### src/rtl/core/assert_macros.svh
// Assertion helpers shared by the RTL files.
`ifndef ASSERT_MACROS_SVH
`define ASSERT_MACROS_SVH

// Concurrent assertion on a clock, disabled while the active-low reset is low.
`define ASSERT_CLK(label, clk, rst_n, prop, msg) \
  label: assert property (@(posedge clk) disable iff (!rst_n) prop) else $error(msg);

// Implication checked on every rising clock edge.
`define ASSERT_IMPL(label, clk, rst_n, ante, cons, msg) \
  label: assert property (@(posedge clk) disable iff (!rst_n) (ante) |-> (cons)) \
    else $error(msg);

// Next-cycle implication checked on every rising clock edge.
`define ASSERT_NEXT(label, clk, rst_n, ante, cons, msg) \
  label: assert property (@(posedge clk) disable iff (!rst_n) (ante) |=> (cons)) \
    else $error(msg);

`endif

### src/rtl/core/wmw_pkg.sv
package wmw_pkg;

  localparam int WINDOW_LEN = 7;

  localparam int SPEED_W = 16;
  localparam int MAG_W   = SPEED_W + 1;
  localparam int LIMIT_W = 15;
  localparam int NEED_W  = 5;
  localparam int CFG_W   = 15;
  localparam int CFG_IDX_W = 2;

  localparam int CNT_W   = $clog2(WINDOW_LEN + 1);
  localparam int CMP_W   = (CNT_W > NEED_W) ? CNT_W : NEED_W;
  localparam int CELL_SCORE_W = 4;
  localparam int SCORE_W = $clog2(5 * WINDOW_LEN + 1) + 1;
  localparam int OUT_SCORE_W = 8;
  localparam int SAT_W   = (SCORE_W > OUT_SCORE_W) ? SCORE_W : OUT_SCORE_W;

  localparam logic signed [CELL_SCORE_W-1:0] SCORE_EQUAL = 4'sd5;
  localparam logic signed [CELL_SCORE_W-1:0] SCORE_OPPOSITE = 4'sd3;
  localparam logic signed [CELL_SCORE_W-1:0] SCORE_IMBALANCE = 4'sd1;

  localparam logic [2:0] STATUS_STOP  = 3'd0;
  localparam logic [2:0] STATUS_STILL = 3'd1;
  localparam logic [2:0] STATUS_AHEAD = 3'd2;
  localparam logic [2:0] STATUS_BACK  = 3'd3;
  localparam logic [2:0] STATUS_MOVE  = 3'd4;

  localparam logic [CFG_IDX_W-1:0] CFG_STOP_LIMIT = 2'd0;
  localparam logic [CFG_IDX_W-1:0] CFG_STOP_COUNT = 2'd1;
  localparam logic [CFG_IDX_W-1:0] CFG_TURN_COUNT = 2'd2;

  localparam logic [LIMIT_W-1:0] STOP_LIMIT_RESET = 15'd5;
  localparam logic [NEED_W-1:0]  STOP_COUNT_RESET = 5'd4;
  localparam logic [NEED_W-1:0]  TURN_COUNT_RESET = 5'd4;

  typedef struct packed {
    logic signed [SPEED_W-1:0] left_speed;
    logic signed [SPEED_W-1:0] right_speed;
  } wmw_in_t;

  typedef struct packed {
    logic [2:0]                    motion_status;
    logic signed [OUT_SCORE_W-1:0] direction_score;
    logic                          score_valid;
  } wmw_out_t;

  typedef struct packed {
    logic                           stop;
    logic                           same;
    logic                           still;
    logic                           ahead;
    logic                           back;
    logic signed [CELL_SCORE_W-1:0] score;
  } wmw_flags_t;

  typedef struct packed {
    logic [CNT_W-1:0]          stops;
    logic [CNT_W-1:0]          same;
    logic [CNT_W-1:0]          still;
    logic [CNT_W-1:0]          ahead;
    logic [CNT_W-1:0]          back;
    logic signed [SCORE_W-1:0] score;
  } wmw_tally_t;

endpackage

### src/rtl/core/wmw_cell.sv
module wmw_cell
  import wmw_pkg::*;
(
  input  logic               clk_i,
  input  logic               rst_ni,
  input  logic               shift_i,
  input  wmw_in_t            sample_i,
  input  logic [LIMIT_W-1:0] stop_limit_i,
  output wmw_in_t            sample_o,
  output wmw_flags_t         flags_o
);

  wmw_in_t sample_q;

  logic [MAG_W-1:0] al;
  logic [MAG_W-1:0] ar;
  logic             lp, ln, lz, rp, rn, rz;
  logic             eq;
  logic             l_gt;
  logic [MAG_W-1:0] lim;

  always_ff @(posedge clk_i or negedge rst_ni) begin
    if (!rst_ni) begin
      sample_q <= '0;
    end else if (shift_i) begin
      sample_q <= sample_i;
    end
  end

  assign sample_o = sample_q;

  always_comb begin
    lz   = (sample_q.left_speed == '0);
    rz   = (sample_q.right_speed == '0);
    ln   = sample_q.left_speed[SPEED_W-1];
    rn   = sample_q.right_speed[SPEED_W-1];
    lp   = !ln && !lz;
    rp   = !rn && !rz;
    al   = ln ? (MAG_W'(0) - MAG_W'(sample_q.left_speed))
              : MAG_W'(sample_q.left_speed);
    ar   = rn ? (MAG_W'(0) - MAG_W'(sample_q.right_speed))
              : MAG_W'(sample_q.right_speed);
    eq   = (al == ar);
    l_gt = (al > ar);
    lim  = MAG_W'(stop_limit_i);

    flags_o       = '0;
    flags_o.stop  = !lz && (al < lim) && !rz && (ar < lim);

    if ((lp && rp) || (ln && rn)) begin
      flags_o.same = 1'b1;
      if (eq) begin
        flags_o.still = 1'b1;
      end else if (lp == l_gt) begin
        flags_o.ahead = 1'b1;
        flags_o.score = SCORE_IMBALANCE;
      end else begin
        flags_o.back  = 1'b1;
        flags_o.score = -SCORE_IMBALANCE;
      end
    end else if (lp && rn) begin
      flags_o.score = eq ? SCORE_EQUAL : SCORE_OPPOSITE;
    end else if (ln && rp) begin
      flags_o.score = eq ? -SCORE_EQUAL : -SCORE_OPPOSITE;
    end else if ((lz && rn) || (lp && rz)) begin
      flags_o.score = SCORE_OPPOSITE;
    end else if ((lz && rp) || (ln && rz)) begin
      flags_o.score = -SCORE_OPPOSITE;
    end
  end

endmodule

### src/rtl/core/wmw_tally.sv
module wmw_tally
  import wmw_pkg::*;
(
  input  logic       clk_i,
  input  logic       load_i,
  input  wmw_flags_t flags_i [WINDOW_LEN],
  output wmw_tally_t tally_o
);

  wmw_tally_t sum_d;
  wmw_tally_t tally_q;

  always_comb begin
    sum_d = '0;
    for (int k = 0; k < WINDOW_LEN; k++) begin
      sum_d.stops = sum_d.stops + CNT_W'(flags_i[k].stop);
      sum_d.same  = sum_d.same  + CNT_W'(flags_i[k].same);
      sum_d.still = sum_d.still + CNT_W'(flags_i[k].still);
      sum_d.ahead = sum_d.ahead + CNT_W'(flags_i[k].ahead);
      sum_d.back  = sum_d.back  + CNT_W'(flags_i[k].back);
      sum_d.score = sum_d.score + SCORE_W'(flags_i[k].score);
    end
  end

  always_ff @(posedge clk_i) begin
    if (load_i) begin
      tally_q <= sum_d;
    end
  end

  assign tally_o = tally_q;

endmodule

### src/rtl/core/wheel_motion_window_classifier.sv
// An accepted request shifts the sample chain, its tally is registered, and the result
// is moved to the result register once that register is free. No new request is
// accepted until the tally of the previous one has moved to the result register.
// The result register lets the next request in while a result waits.
// Reset clears the window to zero and loads the default configuration.
`include "assert_macros.svh"

module wheel_motion_window_classifier
  import wmw_pkg::*;
(
  input  logic                 clk_i,
  input  logic                 rst_ni,
  input  logic                 in_valid_i,
  output logic                 in_ready_o,
  input  wmw_in_t              in_data_i,
  output logic                 out_valid_o,
  input  logic                 out_ready_i,
  output wmw_out_t             out_data_o,
  input  logic                 cfg_we_i,
  input  logic [CFG_IDX_W-1:0] cfg_idx_i,
  input  logic [CFG_W-1:0]     cfg_data_i
);

  logic [LIMIT_W-1:0] stop_limit_q;
  logic [NEED_W-1:0]  stop_need_q;
  logic [NEED_W-1:0]  turn_need_q;

  logic       in_fire;
  logic       pend_q;
  logic       tally_valid_q;
  logic       out_valid_q;
  logic       out_free;
  logic       move_out;
  wmw_out_t   out_q;
  wmw_out_t   result_d;

  wmw_in_t    chain   [WINDOW_LEN+1];
  wmw_flags_t flags   [WINDOW_LEN];
  wmw_tally_t tally;

  logic signed [SAT_W-1:0] score_ext;
  logic [CMP_W-1:0]        stop_need;
  logic [CMP_W-1:0]        turn_need;

  always_ff @(posedge clk_i or negedge rst_ni) begin
    if (!rst_ni) begin
      stop_limit_q <= STOP_LIMIT_RESET;
      stop_need_q  <= STOP_COUNT_RESET;
      turn_need_q  <= TURN_COUNT_RESET;
    end else if (cfg_we_i) begin
      unique case (cfg_idx_i)
        CFG_STOP_LIMIT: stop_limit_q <= LIMIT_W'(cfg_data_i);
        CFG_STOP_COUNT: stop_need_q  <= NEED_W'(cfg_data_i);
        CFG_TURN_COUNT: turn_need_q  <= NEED_W'(cfg_data_i);
        default: ;
      endcase
    end
  end

  assign in_ready_o = !pend_q && !tally_valid_q;
  assign in_fire    = in_valid_i && in_ready_o;
  assign out_free   = !out_valid_q || out_ready_i;

  assign chain[WINDOW_LEN] = in_data_i;

  for (genvar k = 0; k < WINDOW_LEN; k++) begin : g_cell
    wmw_cell u_cell (
      .clk_i        (clk_i),
      .rst_ni       (rst_ni),
      .shift_i      (in_fire),
      .sample_i     (chain[k+1]),
      .stop_limit_i (stop_limit_q),
      .sample_o     (chain[k]),
      .flags_o      (flags[k])
    );
  end

  wmw_tally u_tally (
    .clk_i   (clk_i),
    .load_i  (pend_q),
    .flags_i (flags),
    .tally_o (tally)
  );

  always_comb begin
    stop_need = CMP_W'(stop_need_q);
    turn_need = CMP_W'(turn_need_q);
    score_ext = SAT_W'(tally.score);

    result_d = '0;
    if (CMP_W'(tally.stops) >= stop_need) begin
      result_d.motion_status = STATUS_STOP;
    end else if (CMP_W'(tally.same) >= turn_need) begin
      if (CMP_W'(tally.still) >= turn_need) begin
        result_d.motion_status = STATUS_STILL;
      end else if (CMP_W'(tally.ahead) >= turn_need) begin
        result_d.motion_status = STATUS_AHEAD;
      end else if (CMP_W'(tally.back) >= turn_need) begin
        result_d.motion_status = STATUS_BACK;
      end else begin
        result_d.motion_status = STATUS_MOVE;
      end
    end else begin
      result_d.motion_status = STATUS_MOVE;
    end

    move_out = (result_d.motion_status == STATUS_MOVE);
    if (move_out) begin
      result_d.score_valid = 1'b1;
      if (score_ext > SAT_W'(127)) begin
        result_d.direction_score = 8'sd127;
      end else if (score_ext < SAT_W'(-128)) begin
        result_d.direction_score = -8'sd128;
      end else begin
        result_d.direction_score = OUT_SCORE_W'(score_ext);
      end
    end
  end

  always_ff @(posedge clk_i or negedge rst_ni) begin
    if (!rst_ni) begin
      pend_q        <= 1'b0;
      tally_valid_q <= 1'b0;
      out_valid_q   <= 1'b0;
    end else begin
      pend_q <= in_fire;
      if (pend_q) begin
        tally_valid_q <= 1'b1;
      end else if (tally_valid_q && out_free) begin
        tally_valid_q <= 1'b0;
      end
      if (tally_valid_q && out_free) begin
        out_valid_q <= 1'b1;
      end else if (out_ready_i) begin
        out_valid_q <= 1'b0;
      end
    end
  end

  always_ff @(posedge clk_i) begin
    if (tally_valid_q && out_free) begin
      out_q <= result_d;
    end
  end

  assign out_valid_o = out_valid_q;
  assign out_data_o  = out_q;

  `ASSERT_NEXT(a_accept_sets_pend, clk_i, rst_ni, in_fire, pend_q && !in_ready_o, "accepted request did not reach the tally stage")
  `ASSERT_IMPL(a_single_item, clk_i, rst_ni, pend_q, !tally_valid_q, "two requests inside the window stages")
  `ASSERT_NEXT(a_tally_held, clk_i, rst_ni, tally_valid_q && out_valid_q && !out_ready_i, tally_valid_q, "tally dropped while the result register was full")
  `ASSERT_IMPL(a_score_only_moving, clk_i, rst_ni, out_valid_q, out_q.score_valid == (out_q.motion_status == STATUS_MOVE), "score valid does not match moving status")
  `ASSERT_IMPL(a_score_zero, clk_i, rst_ni, out_valid_q && !out_q.score_valid, out_q.direction_score == '0, "score not cleared outside moving status")

endmodule
### config.mk
export PLATFORM = sky130hd
export DESIGN_NAME = wheel_motion_window_classifier
export DESIGN_NICKNAME = d
export VERILOG_FILES = /design/src/rtl/core/wmw_pkg.sv /design/src/rtl/core/wmw_cell.sv /design/src/rtl/core/wmw_tally.sv /design/src/rtl/core/wheel_motion_window_classifier.sv
export VERILOG_INCLUDE_DIRS = /design/src /design/src/rtl/core
export SDC_FILE = /design/constraint.sdc
export NUM_CORES = 1
export LEC_CHECK = 0
export BUFFER_PORTS_ARGS = -buffer_cell sky130_fd_sc_hd__buf_2
export CAP_MARGIN = 15
export CORE_MARGIN = 1
export CORE_UTILIZATION = 65
export DETAILED_ROUTE_END_ITERATION = 10
export PLACE_DENSITY = 0.88
export SETUP_SLACK_MARGIN = 0.05
export SYNTH_ARGS = -nofsm -noshare
export SYNTH_HDL_FRONTEND = slang
export SYNTH_SLANG_ARGS = --single-unit
### constraint.sdc
create_clock -name clk_i -period 7.7 [get_ports clk_i]
set_input_delay 0.385 -clock clk_i [delete_from_list [all_inputs] [get_ports clk_i]]
set_output_delay 0.385 -clock clk_i [all_outputs]
set_load 0.05 [all_outputs]
==> impl_metrics.py, run 1 <==
metrics = {
    "outcome": {
        "status": "finished, final reports clean",
    },
    "die": {
        "die_area_um2": 38950,
        "placement_rows": 71,
        "placeableCoreArea_um2": 37580,
        "start_util": 0.6602,
        "floorplan.die.width_um": 197.4,
        "i_o_pins": 68,
        "die_y_um": 197.4,
    },
    "final_layout": {
        "n_diodes": 0,
        "layout.cells.most_common": "ha_1",
        "nNetsFinal": 3122,
        "synthToLayoutAreaGrowth_pct": 8.432,
        "final_layout_size_suffix_gt1_frac": 0.1413,
        "most-common-layout-cells": "ha_1 (370), dfrtp_1 (248), inv_1 (226), nand2_1 (207), mux2_2 (206)",
    },
    "clock_network": {
        "worst_skew_pair_latency_ps": 610,
        "cts_inserted_buffers": 31,
        "tritoncts_num_sinks": 286,
        "cts_root_buf": "clkbuf_16",
        "htree_num_levels": 1,
        "worst_setup_hold_path_clk_slew_ps": 60,
        "max-clock-path-buffers": 3,
        "clock_tree_from_tritoncts": "done",
    },
    "run": {
        "number_of_violations_of_the_max_capacitance_limit": 0,
    },
    "sta": {
        "tightestPinTransition_ps": 1233,
        "setup_viol": 0,
        "final_hold_viol_count": 0,
        "final_max_slew_viol_count": 0,
        "setup-tns-final_ps": 0,
        "layout_worst_path_cycle_share": 0.9452,
        "grt_setup_unrepaired": "no",
        "max-slew-margin-rel": 0.1706,
        "clock.fmax_mhz": 137.4,
        "final_period_minus_worst_setup_slack_ps": 7278,
        "fin_skew_ps": 34.79,
    },
    "synth": {
        "synth_cells": 2596,
        "synth-seq-cells": 286,
        "yosys_most_used_dff": "dfrtp_1",
        "synthesis.yosys.warnings": 0,
        "synth-async-reset-ratio": 0.8811,
        "synth.avg_cell_area_um2": 9.557,
        "ys_seq_area_frac": 0.2955,
        "synth_enable_flop_cells": 34,
        "netlist_area_um2": 24810,
        "post-synth-top-area-fraction": 0.2501,
        "synth_area_leader_cell": "dfrtp_1",
        "ys_types": 73,
        "post_synth_main_area_contributors": "dfrtp_1 (25%), ha_1 (19%), mux2_2 (9.3%)",
    },
    "route": {
        "wl_per_cell_um": 21.78,
        "drt_pre_antenna_iters": 10,
        "antenna_left": 0,
        "1st_iter_drt_viols": 1930,
        "remaining_routing_drc_violations": 0,
        "num_vias": 20545,
        "totalWireLength_um": 69690,
        "routed_via_density": 6.420,
    },
    "setup_path": {
        "cp_data_required_time_ps": 8050,
        "timing.critical_path.to_type": "flop",
        "path_class": "flop to flop",
        "crit_fanout": 6,
        "worst-endpoint-arrival_ps": 7630,
        "worstSetupStartpointType": "flop",
    },
    "grt": {
        "number_of_antenna_violations_at_the_first_check_in_global_routing": 2,
        "first_global_vias": 20394,
        "globalRouteOverflowTotal": 0,
        "gr-usage-all-layers": 0.3620,
        "grt_start_max_net_pins": 175,
        "first_pass_grt_wire_length_um": 109500,
    },
    "placed_design": {
        "gp_routability_congestion": 0.9870,
        "buffer_ports.inserted": 67,
        "hpwl_um": 53970,
    },
    "hold_path": {
        "timing.hold.worst.class": "primary input to flop",
    },
}
-- flip-flops by register name (all words and copies together), names as in the netlist --
register                flops
g_cell.u_cell.sample_o    224
stop_need                   5
turn_need                   5
tally_valid_q               1
out_valid_o                 1
stop_limit_q               15
u_tally.tally_o            22
out_data_o                 12
pend_q                      1
-- synth_stat cells (5+ instances only) --
cell type  number
nand3b_1       10
mux2_2        206
a31oi_1         5
or4_1          31
dfrtp_1       248
o21a_1         22
nand3_1        45
a21o_1         70
or3_1          19
nor3_1         34
edfxtp_1       34
o31ai_1        46
nor2_1         86
a311oi_1        6
nor4_1         23
clkbuf_1       72
o211ai_1       16
o31a_1          7
nor3b_1        10
or2_2          12
and3_1         10
a21oi_1       105
fa_1           34
inv_1         226
o41ai_1        24
a21boi_0       18
a221oi_1        6
and4_1         12
ha_1          370
and2_1         19
nand2b_1       46
nand2_1       207
nor4b_1         5
xnor2_1       171
nand4_1        44
a211oi_1       22
xor2_1         29
o21ai_0       159
nor2b_1        22
-- worst max-delay path, stage by stage (launching register included) --
cell and delay [ps]:
dfrtp_1 440, or3_1 420, or2_2 290, or4_1 460
or3_1 360, o31a_1 260, xor2_1 210, inv_1 70
ha_1 260, and2_0 150, a221o_1 290, a2bb2oi_1 210
nand3_1 240, or2_2 370, nor3_1 140, nor3_1 100
fa_1 480, inv_1 50, fa_1 530, inv_1 60
fa_1 580, inv_1 60, ha_1 290, a21o_1 190
a21oi_2 160, o21bai_1 80, a21oi_1 170, xnor2_1 80
-- layer usage --
layer	global-route usage	routed length (um)	part of all wire
met1	0.4791	28830	0.41
met4	0.1703	3321	0.048
met5	0	25	0.00036
met2	0.5897	31850	0.46
met3	0.04695	5656	0.081
-- cells by family after synthesis --
logic type                 after synthesis  synth area share
AOI/OAI and AO/OA                      543            0.1415
xor gates and xnor gates               200           0.07060
adders and majority gates              404            0.2140
buffers and inverters                  303           0.04630
DFF                                    286            0.2955
muxes                                  208           0.09431
other                                    2         0.0003027
and+or+nand+nor                        650            0.1374
-- layout make-up --
| type | instances | area, um2 |
|---|---|---|
| Multi-Input combinational cell | 2019 | 16400 |
| Fill cell | 2777 | 10680 |
| Sequential cell | 286 | 7332 |
| Clock buffer | 50 | 958.4 |
| Inverter | 226 | 848.3 |
| Timing Repair Buffer | 100 | 640.6 |
| Tap cell | 511 | 639.4 |
| Clock inverter | 8 | 85.08 |
-- path summary, 6_finish.rpt --
check	startpoint	to	slack, ps	cells after the start
worst min-delay path	in_data_i[19]	g_cell[6].u_cell.sample_o[19]	8	2
worst max register to register	g_cell[5].u_cell.sample_o[2]	u_tally.tally_o[6]	420	27
worst min register to register	stop_need[3]	stop_need[3]	520	1
max in group asynchronous	rst_ni	g_cell[0].u_cell.sample_o[16]	5950	3
worst max-delay path	g_cell[5].u_cell.sample_o[2]	u_tally.tally_o[6]	420	27
min in group asynchronous	rst_ni	g_cell[6].u_cell.sample_o[9]	350	2
-- what timing repair did --
action	CTS	global route
endpoints found under the setup margin	0	1
endpoints found under the hold margin	94	0
gates resized for setup	0	3
hold buffers	10	0
setup buffers	0	0
-- stage by stage --
stage | hold slack (ps) | cell area [um2] | instances | setup slack, ps | util
5_1_grt | 16.01 | 26900 | 3200 | 61.64 | 0.7159
3_5_place_dp | 420.0 | 25740 | 3131 | 366.8 | 0.6849
4_1_cts | 0.4008 | 26880 | 3199 | 357.3 | 0.7153
2_1_floorplan | 89.41 | 24860 | 2608 | 801.6 | -
6_report | 8.029 | 26900 | 3200 | 421.6 | 0.7159
3_3_place_gp | 421.2 | 25740 | 3131 | 462.1 | 0.6849
Power of run 1 is left out: the tool's default activity adds up to more than one toggle a clock period on the data nets, which glitch-free logic cannot reach.
==> run 2: changes to the inputs <==
--- a/config.mk
+++ b/config.mk
@@ -6,13 +6,14 @@
 export SDC_FILE = /design/constraint.sdc
 export NUM_CORES = 1
 export LEC_CHECK = 0
-export BUFFER_PORTS_ARGS = -buffer_cell sky130_fd_sc_hd__buf_2
 export CAP_MARGIN = 15
 export CORE_MARGIN = 1
 export CORE_UTILIZATION = 65
 export DETAILED_ROUTE_END_ITERATION = 10
-export PLACE_DENSITY = 0.88
+export DONT_BUFFER_PORTS = 1
+export PLACE_DENSITY = 0.86
 export SETUP_SLACK_MARGIN = 0.05
 export SYNTH_ARGS = -nofsm -noshare
 export SYNTH_HDL_FRONTEND = slang
+export SYNTH_HIERARCHICAL = 1
 export SYNTH_SLANG_ARGS = --single-unit
==> constraint.sdc (replaced) <==
create_clock -name clk_i -period 8.85 [get_ports clk_i]
set_input_delay 0.4425 -clock clk_i [delete_from_list [all_inputs] [get_ports clk_i]]
set_output_delay 0.4425 -clock clk_i [all_outputs]
set_load 0.05 [all_outputs]
==> impl_metrics.py, run 2 <==
metrics = {
    "outcome": {
        "status": "finished, final reports clean",
    },
    "synth": {
        "synth.avg_cell_area_um2": 9.335,
        "mappedNetlistNets": 3164,
        "synth_area_leader_cell": "dfrtp_1",
        "synth.top_cells.by_count": "ha_1 (358), inv_1 (343), dfrtp_1 (248), mux2_2 (207), nand2_1 (198)",
        "synthesis.yosys.warnings": 6,
        "yosysMostFrequentCell": "ha_1",
        "yosys_most_used_dff": "dfrtp_1",
        "synth-seq-cells": 285,
        "synth-async-reset-ratio": 0.8842,
        "ys_seq_area_frac": 0.2884,
        "netlist_area_um2": 25320,
        "synth_enable_flop_cells": 33,
        "ys_types": 68,
        "post-synth-top-area-fraction": 0.2451,
        "synth_cells": 2712,
        "post_synth_main_area_contributors": "dfrtp_1 (25%), ha_1 (18%), mux2_2 (9.2%)",
    },
    "die": {
        "placeableCoreArea_um2": 38020,
        "die_area_um2": 39740,
        "start_util": 0.6658,
        "die_y_um": 199.4,
        "floorplan.die.width_um": 199.4,
        "placement_rows": 71,
        "i_o_pins": 68,
    },
    "clock_network": {
        "max-clock-path-buffers": 3,
        "cts_resized": 0,
        "cts_root_buf": "clkbuf_16",
        "tritoncts_num_sinks": 285,
        "clock_tree_from_tritoncts": "done",
        "worst_skew_pair_latency_ps": 540,
        "htree_num_levels": 2,
        "cts_inserted_buffers": 34,
        "worst_setup_hold_path_clk_slew_ps": 60,
    },
    "sta": {
        "grt_setup_unrepaired": "no",
        "final_period_minus_worst_setup_slack_ps": 7952,
        "max-slew-margin-rel": 0.1496,
        "layout_worst_path_cycle_share": 0.8985,
        "setup-tns-final_ps": 0,
        "final_max_slew_viol_count": 0,
        "tightestPinTransition_ps": 1258,
        "fin_skew_ps": 18.30,
        "clock.fmax_mhz": 125.8,
        "final_hold_viol_count": 0,
        "setup_viol": 0,
        "layout_setup_ws_ps": 898.2,
    },
    "final_layout": {
        "final_layout_size_suffix_gt1_frac": 0.1287,
        "most-common-layout-cells": "ha_1 (358), inv_1 (343), dfrtp_1 (248), mux2_2 (207), nand2_1 (198)",
        "final_core_util": 0.7136,
        "layout.cells.most_common": "ha_1",
        "largest_register_ff_count": 224,
        "nNetsFinal": 3160,
        "synthToLayoutAreaGrowth_pct": 7.171,
    },
    "setup_path": {
        "worst_r2r_path_depth": 24,
        "cp_data_required_time_ps": 9120,
        "worst-endpoint-arrival_ps": 8220,
        "timing.critical_path.to_type": "flop",
        "worst_r2r_endpoint": "u_tally/tally_o[5]",
        "worstReg2RegStart": "g_cell[6].u_cell/sample_o[2]",
        "path_class": "flop to flop",
        "crit_fanout": 7,
        "worstSetupStartpointType": "flop",
        "worst_r2r_setup_slack_ps": 900,
    },
    "grt": {
        "gr-usage-all-layers": 0.3822,
        "first_global_vias": 21182,
        "first_pass_grt_wire_length_um": 115600,
        "number_of_antenna_violations_at_the_first_check_in_global_routing": 0,
        "globalRouteOverflowTotal": 0,
        "grt_start_max_net_pins": 253,
    },
    "route": {
        "num_vias": 21255,
        "remaining_routing_drc_violations": 0,
        "1st_iter_drt_viols": 1937,
        "totalWireLength_um": 75070,
        "drt_pre_antenna_iters": 6,
        "routed_via_density": 6.548,
        "antenna_left": 0,
        "wl_per_cell_um": 23.13,
    },
    "placed_design": {
        "preCtsSetupSlack_ps": 1266,
        "gp_routability_congestion": 0.9838,
        "hpwl_um": 56470,
        "buffer_ports.inserted": 0,
    },
    "hold_path": {
        "hold_path_depth": 2,
        "whs_endpoint": "g_cell[6].u_cell/sample_o[0]",
        "holdCritStartpoint": "in_data_i[0]",
        "timing.hold.worst.class": "primary input to flop",
    },
    "run": {
        "number_of_violations_of_the_max_capacitance_limit": 0,
    },
}
==> run 2: logic make-up (layout without fill, tap and decap cells) <==
family	Yosys count	count (layout)	share of synthesized area
flops	285	285	0.2884
xor+xnor	198	198	0.06850
mux	207	207	0.09208
compound gates	565	565	0.1428
buf+inv	406	428	0.06059
other cells	14	15	0.002076
simple gates	639	639	0.1369
fa+ha+maj	398	398	0.2086
==> run 2: repair_timing <==
action                    4_1_cts  5_1_grt
hold buffers                    1        1
hold endpoints to repair      252      102
setup buffers                   0        0
==> run 2: through the flow <==
stage                     cells  hold WS, ps  cell area, um2
final                      3246        36.33           27130
after global placement     3179        151.7           25850
after CTS                  3242        26.98           27080
after global routing       3245        44.55           27130
after detailed placement   3179        153.0           25850
after floorplan            2712        146.9           25320
==> run 2: worst max-delay path by stage <==
stage	slack [ps]	startpoint	endpoint	cells after the start
floorplan	2030	g_cell[5].u_cell/sample_o[16]	u_tally/tally_o[5]	24
global route	710	g_cell[3].u_cell/sample_o[2]	u_tally/tally_o[5]	24
detailed placement	1270	g_cell[6].u_cell/sample_o[2]	u_tally/tally_o[5]	24
CTS	1230	g_cell[6].u_cell/sample_o[2]	u_tally/tally_o[5]	24
finish	900	g_cell[6].u_cell/sample_o[2]	u_tally/tally_o[5]	24
global placement	1510	g_cell[6].u_cell/sample_o[2]	u_tally/tally_o[5]	24
==> run 2: metal layers <==
| metal | global-route usage | part of all wire |
|---|---|---|
| met3 | 0.08810 | 0.084 |
| met4 | 0.2429 | 0.069 |
| met1 | 0.4643 | 0.39 |
| met2 | 0.6126 | 0.45 |
| met5 | 0 | 0 |
==> run 2: final cells by class <==
type	instances	area [um2]
Multi-Input combinational cell	2021	16480
Fill cell	2766	10890
Sequential cell	285	7302
Inverter	343	1287
Clock buffer	47	1033
Tap cell	511	639.4
Timing Repair Buffer	23	219.0
Clock inverter	15	165.2
Antenna cell	1	2.502
==> run 2: critical path, cell delays in order, from the launching register on <==
cell,delay [ps]
dfrtp_1,440
nor4_1,520
nand3b_1,370
o21ai_0,340
xnor2_1,190
inv_1,70
ha_1,300
nand4_1,150
inv_1,60
a2111oi_0,990
o21ai_0,480
a211oi_1,410
o22ai_1,170
fa_1,570
inv_1,60
fa_1,520
fa_1,550
inv_1,60
fa_1,530
inv_1,70
fa_1,450
inv_1,70
a21o_1,100
a21oi_1,70
xnor2_1,140
Power of run 2 is left out for the same reason.
